[src/rtl/mvc_ram.sv]
// Generic single-write, single-read synchronous RAM with registered read data.
// No dependencies.
`timescale 1ns / 1ps

module mvc_ram #(
	parameter int W = 8,
	parameter int D = 16
) (
	input  logic                 clk,
	input  logic                 we,
	input  logic [$clog2(D)-1:0] waddr,
	input  logic [W-1:0]         wdata,
	input  logic [$clog2(D)-1:0] raddr,
	output logic [W-1:0]         rdata
);
	logic [W-1:0] mem_q [D];

	always_ff @(posedge clk) begin
		if (we) begin
			mem_q[waddr] <= wdata;
		end
		rdata <= mem_q[raddr];
	end
endmodule

[config.mk]
export PLATFORM = sky130hd
export DESIGN_NAME = mvc_ram
export DESIGN_NICKNAME = d
export VERILOG_FILES = /design/src/rtl/mvc_ram.sv
export SDC_FILE = /design/constraint.sdc
export NUM_CORES = 1
export LEC_CHECK = 0
export ABC_AREA = 1
export BUFFER_PORTS_ARGS = -buffer_cell sky130_fd_sc_hd__buf_2
export CORE_UTILIZATION = 44
export CTS_BUF_LIST = sky130_fd_sc_hd__clkbuf_2 sky130_fd_sc_hd__clkbuf_4 sky130_fd_sc_hd__clkbuf_8
export CTS_CLUSTER_DIAMETER = 50
export DETAILED_ROUTE_END_ITERATION = 8
export MAX_ROUTING_LAYER = met4
export PLACE_DENSITY_LB_ADDON = 0.1
export RECOVER_POWER = 100
export SLEW_MARGIN = 20
export SYNTH_ARGS = -nofsm -noshare
export SYNTH_HDL_FRONTEND = slang
export SYNTH_SLANG_ARGS = --single-unit
[constraint.sdc]
create_clock -name clk -period 1.9 [get_ports clk]
set_input_delay 0.095 -clock clk [delete_from_list [all_inputs] [get_ports clk]]
set_output_delay 0.095 -clock clk [all_outputs]
set_load 0.02 [all_outputs]
==> results of run 1 <==
[cells by family (layout without fill, tap and decap cells)]
family                 after synthesis  in the layout  synth area share [%]
and+or+nand+nor                    289            289                  21.0
DFF                                136            136                  69.4
buffers and inverters              126            173                  9.52
[report_power, final]
part	leakage, nW	internal [W]	switching (W)
clock network	0.201	0.00123	0.00107
logic	1.28	0.000110	0.000310
registers	1.22	0.00335	0.0000189
total	2.71	0.00469	0.00140
[final timing paths]
path                      from       end
setup / recovery      rdata[7]  rdata[7]
setup reg to reg   mem_q[3][2]  rdata[2]
hold reg to reg   mem_q[14][7]  rdata[7]
hold / removal        raddr[2]  rdata[7]
[cell usage after synthesis]
| cell | number |
|---|---|
| buf_6 | 6 |
| nand2_1 | 173 |
| buf_4 | 4 |
| nand3b_1 | 2 |
| buf_1 | 1 |
| nand3_1 | 97 |
| dfxtp_1 | 8 |
| nor2_1 | 17 |
| edfxtp_1 | 128 |
| inv_1 | 100 |
| inv_2 | 2 |
| buf_2 | 13 |
[through the flow]
stage,worst slack (ns),hold slack (ns)
6_report,0.753,0.156
5_1_grt,0.684,0.187
4_1_cts,0.782,0.0464
3_5_place_dp,0.521,0.464
3_3_place_gp,0.533,0.462
2_1_floorplan,0.854,0.194
[state kept, by name, indices dropped and copies added (netlist names)]
name   count
rdata      8
mem_q    128
[metal layers]
layer,GRT usage (%),vias up
met1,30.8,1756
met2,32.4,121
met5,-,-
li1,-,1833
met4,6.32,0
met3,5.35,14
[repair_timing]
action,in CTS,in global routing
resized for setup,0,0
hold buffers,1,0
setup endpoints to repair,0,0
hold endpoints to repair,2,0
[final cells by class]
cell class / instances / area share [%]
inverters: 102 / 5.97
repair buffers: 39 / 3.30
clock buffers: 24 / 4.95
well taps: 172 / 3.35
clock inverters: 8 / 1.09
multi-input cells: 289 / 18.9
flip-flops and latches: 136 / 62.4
==> impl_metrics.csv, run 1 <==
group,metric,value,unit
sta,clock.fmax,872,MHz
floorplan,coreArea,12700,µm²
sta,rsz0062_at_grt,"false",
cts,clockRootBuffer,"clkbuf_8",
setup_path,criticalPathCategory,"flip-flop to primary output",
floorplan,die_x,116,µm
yosys,synthCells,551,
final_layout,fin_cells,770,
setup_path,critPathCaptureType,"primary output",
sta,fin_skew,0.00819,ns
place,dpl_cell_area,6080,µm²
final_layout,final_area,6410,µm²
routing,highest_layer,"met4",
cts,cts.path.max_buffers,2,
final_layout,syn2layout_area_growth,11.2,%
routing,drtAntennaViolNets,0,
setup_path,path_delay_family,"flip-flops",
cts,path_clk_slew,0.08,ns
sta,fin_crit,1.15,ns
pwr,total_leakage_power,2.71,nW
sta,setup_tns,0,ns
cts,cts_setup_buffers,0,
setup_path,cp_max_fo,1,
routing,met2_length,5900,µm
yosys,synth_area_leader_cell,"edfxtp_1",
setup_path,critPathSlowestCell,"dfxtp_1",
final_layout,final_nets,603,
final_layout,finish.utilization,50.4,%
global_routing,grt_pass1_vias,3612,
final_layout,antenna_cells,0,
final_layout,multi_input_area,1210,µm²
routing,drt-met1-wl,6420,µm
sta,finalCritPeriodShare,60.4,%
setup_path,r2r_cells,6,
sta,tightest_slew,0.975,ns
pwr,cellPowerDensity,949,nW/µm²
min_path,hold_path.class,"input port to flip-flop",
yosys,synth.distinct_cells,12,
floorplan,io_pins,26,
yosys,synth_warnings,0,
routing,drt-pass1-iter-count,5,
final_layout,layout.cells.most_common_list,"173 x nand2_1, 128 x edfxtp_1, 100 x inv_1, 97 x nand3_1, 29 x clkbuf_1",
yosys,syn_area_per_cell,10.5,µm²
global_routing,grt.total_usage,22.2,%
yosys,ys_seq_elements,136,
sta,hold_viol,0,
global_routing,gr-total-overflow,0,
cts,cts_sinks,136,
routing,wl_met3,714,µm
routing,drt-initial-drc-count,350,
floorplan,die_h,116,µm
outcome,status,"complete, no violations",
place,portBuffers,25,
setup_path,path_depth,1,
cts,cts_made_buffers,17,
global_routing,grt_start_max_net_pins,65,
min_path,min_path_cells,4,
sta,setup_violations,0,
routing,wl,13200,µm
place,routabilityCongestion,0.806,
routing,drc,0,
routing,drt-wirelength-per-cell,17.1,µm
job,drv_cap,0,
setup_path,critPathRequiredTime,1.80,ns
yosys,syn_nets,569,
final_layout,nFillCells,1213,
yosys,synth_area_leaders,"edfxtp_1 67%, nand2_1 11%, nand3_1 8.4%, inv_1 6.5%, dfxtp_1 2.8%",
setup_path,path_cells,"clkbuf_1",
final_layout,drive_above_1_share,7.19,%
floorplan,start_util,45.3,%
floorplan,rows,41,
yosys,yosysTopAreaCellShare,66.7,%
routing,vias_per_cell,4.84,
setup_path,path_buf_inv,1,
setup_path,slowest_delay,0.33,ns
pwr,irDropWorstVdd,0.489,mV
place,place_hpwl,7980,µm
routing,vias,3724,
place,place_inst,737,
cts,cts_tree,"done",
setup_path,crit_path_start_kind,"flip-flop",
cts,insertion_delay,0.44,ns
setup_path,r2r_slack,0.85,ns
floorplan,die_area,13600,µm²
yosys,syn-cell-area,5770,µm²
sta,slew-limit-headroom,35.0,%
global_routing,antenna_found_initial,0,
setup_path,cp_data_arrival_time,1.05,ns
global_routing,grt_pass1_wl,20400,µm
sta,maxSlewViolCount,0,
pwr,power,0.00609,W
yosys,ys_seq_area_share,69.4,%
final_layout,layout_commonest_cell,"nand2_1",
cts,cts_htree_levels,4,
final_layout,register_area,4000,µm²
No activity file was read; power rests on OpenSTA's default activity.
==> inputs of run 2 (changes only) <==
==> constraint.sdc (replaced) <==
create_clock -name clk -period 0.96 [get_ports clk]
set_input_delay 0.048 -clock clk [delete_from_list [all_inputs] [get_ports clk]]
set_output_delay 0.048 -clock clk [all_outputs]
set_load 0.02 [all_outputs]
==> run 2 against run 1 <==
The flow now finishes with violations (negative setup slack); power increased by 110%; register-to-register slack worse by 0.85 ns; sequential cell count did not move; largest power group unchanged.
==> impl_metrics.csv, run 2 (synthesis gave the netlist of run 1 again) <==
group,metric,value,unit
sta,fin_skew,0.00882,ns
pwr,internal_power,0.00973,W
min_path,hold_end,"rdata[7]",
final_layout,layout.cells.most_common_list,"170 x nand2_1, 128 x edfxtp_1, 99 x inv_1, 53 x nand3_2, 42 x nand3_1",
routing,vias_per_cell,4.79,
place,post-place-ws,-0.212,ns
pwr,cellPowerDensity,1780,nW/µm²
setup_path,crit_path_start_kind,"flip-flop",
sta,hold_viol,0,
pwr,pwr-share-clk,38.2,%
pwr,swShare,22.8,%
setup_path,slowest_delay,0.36,ns
min_path,min-delay-start,"raddr[3]",
cts,cts.path.max_buffers,2,
final_layout,largest_register_ffs,128,
setup_path,critPathCaptureType,"primary output",
sta,slew-limit-headroom,38.3,%
pwr,switching_power,0.00287,W
place,routabilityCongestion,0.877,
final_layout,finish.utilization,55.5,%
sta,rsz0062_at_grt,"true",
job,drv_cap,0,
setup_path,regToRegEndpoint,"rdata[3]",
final_layout,nFillCells,1193,
global_routing,grt_pass1_vias,3766,
sta,maxSlewViolCount,0,
sta,setup_violations,1,
setup_path,cp_max_fo,1,
global_routing,grt_start_max_net_pins,35,
cts,path_clk_slew,0.07,ns
pwr,total_leakage_power,3.03,nW
global_routing,antenna_found_initial,0,
floorplan,io_pins,26,
routing,wl,13400,µm
setup_path,path_buf_inv,1,
cts,cts_htree_levels,4,
pwr,p_comb_share,8.7,%
final_layout,biggestRegsByFlops,"mem_q x128, rdata x8",
setup_path,path_delay_family,"flip-flops",
setup_path,cp_data_arrival_time,0.93,ns
place,place_hpwl,8410,µm
place,portBuffers,25,
setup_path,path_depth,1,
global_routing,gr-total-overflow,0,
outcome,status,"finished with violations",
final_layout,final_nets,628,
place,dpl_cell_area,6320,µm²
sta,fin_crit,0.975,ns
routing,drt-pass1-iter-count,4,
setup_path,path_cells,"buf_6",
cts,clockRootBuffer,"clkbuf_8",
sta,hold_slack,0.118,ns
outcome,violations,"negative setup slack",
pwr,power,0.0126,W
final_layout,syn2layout_area_growth,22.5,%
sta,tightest_slew,0.925,ns
global_routing,grt.total_usage,23.0,%
setup_path,regToRegStartpoint,"mem_q[6][3]",
floorplan,die_area,13600,µm²
floorplan,rows,41,
cts,insertion_delay,0.45,ns
cts,cts_sinks,136,
pwr,pwr-share-seq,53.1,%
pwr,irDropWorstVdd,0.894,mV
final_layout,antenna_cells,0,
cts,cts_tree,"done",
floorplan,die_h,116,µm
global_routing,grt_pass1_wl,21000,µm
routing,drtAntennaViolNets,0,
min_path,min_path_cells,4,
final_layout,max_flop_register,"mem_q",
setup_path,critPathSlowestCell,"dfxtp_2",
final_layout,layout_commonest_cell,"nand2_1",
setup_path,criticalPathCategory,"flip-flop to primary output",
final_layout,drive_above_1_share,23.0,%
sta,setup_slack,-0.0151,ns
floorplan,coreArea,12700,µm²
routing,drc,0,
cts,cts_made_buffers,17,
floorplan,start_util,45.3,%
setup_path,cp-startpoint,"rdata[6]",
setup_path,r2r_cells,6,
routing,drt-initial-drc-count,367,
routing,drt-wirelength-per-cell,16.8,µm
routing,vias,3807,
setup_path,r2r_slack,0,ns
setup_path,critPathRequiredTime,0.91,ns
sta,finalCritPeriodShare,102,%
floorplan,die_x,116,µm
final_layout,final_area,7060,µm²
min_path,hold_path.class,"input port to flip-flop",
sta,clock.fmax,1030,MHz
run 2: cell count changes in the layout (fill, tap and decap cells not counted), sizes merged:
cell,previous run,this run
buf,9,31
bufinv,1,2
dlygate4sd3,1,3
dlymetal6s4s,0,1
inv,102,101
run 2: cell type report:
class	instances	area, µm²	share of cell area, %
clock inverters	8	92.6	1.31
well taps	172	215	3.05
inverters	102	387	5.47
clock buffers	24	318	4.50
repair buffers	64	523	7.40
multi-input cells	289	1510	21.4
flip-flops and latches	136	4010	56.8
run 2: per-layer routing:
| layer | GRT usage [%] | up-vias | routed length, µm |
|---|---|---|---|
| li1 | - | 1890 | - |
| met2 | 34.6 | 78 | 6460 |
| met5 | - | - | 0 |
| met1 | 30.2 | 1827 | 6140 |
| met4 | 9.06 | 0 | 189 |
| met3 | 5.14 | 12 | 571 |
run 2: how the worst max path moves through the flow:
stage	end	slack, ns
after detailed placement	rdata[3]	-0.21
after CTS	rdata[6]	-0.04
final	rdata[6]	-0.02
after global placement	rdata[0]	-0.18
after floorplan	mem_q[10][0]	-0.04
after global routing	rdata[1]	-0.05
run 2: power groups by stage:
stage                     registers [W]  clock network [W]  logic (W)
final                           0.00669            0.00481    0.00110
after global routing            0.00670            0.00513    0.00121
after CTS                       0.00669            0.00488    0.00105
after detailed placement        0.00680                  0   0.000960
after global placement          0.00680                  0   0.000952
after floorplan                 0.00684                  0   0.000470
run 2: what timing repair did:
action	4_1_cts	5_1_grt
pin swaps	4	27
setup endpoints to repair	15	16
endpoints found under the hold margin	11	1
hold buffers	3	1
setup buffers	0	0
gates resized for setup	42	47
run 2: worst reg2reg max path, delay by kind of cell, from the launching register on:
kind / cells / cell delay (ns)
AND/OR/NAND/NOR: 5 / 0.41
buffers and inverters: 1 / 0.06
flip-flops: 1 / 0.37
run 2: through the flow:
step                      cells  TNS, ns
after floorplan             551    -3.10
after detailed placement    759    -8.87
final                       795  -0.0151
after global placement      759    -7.72
after CTS                   794  -0.0828
after global routing        795   -0.292
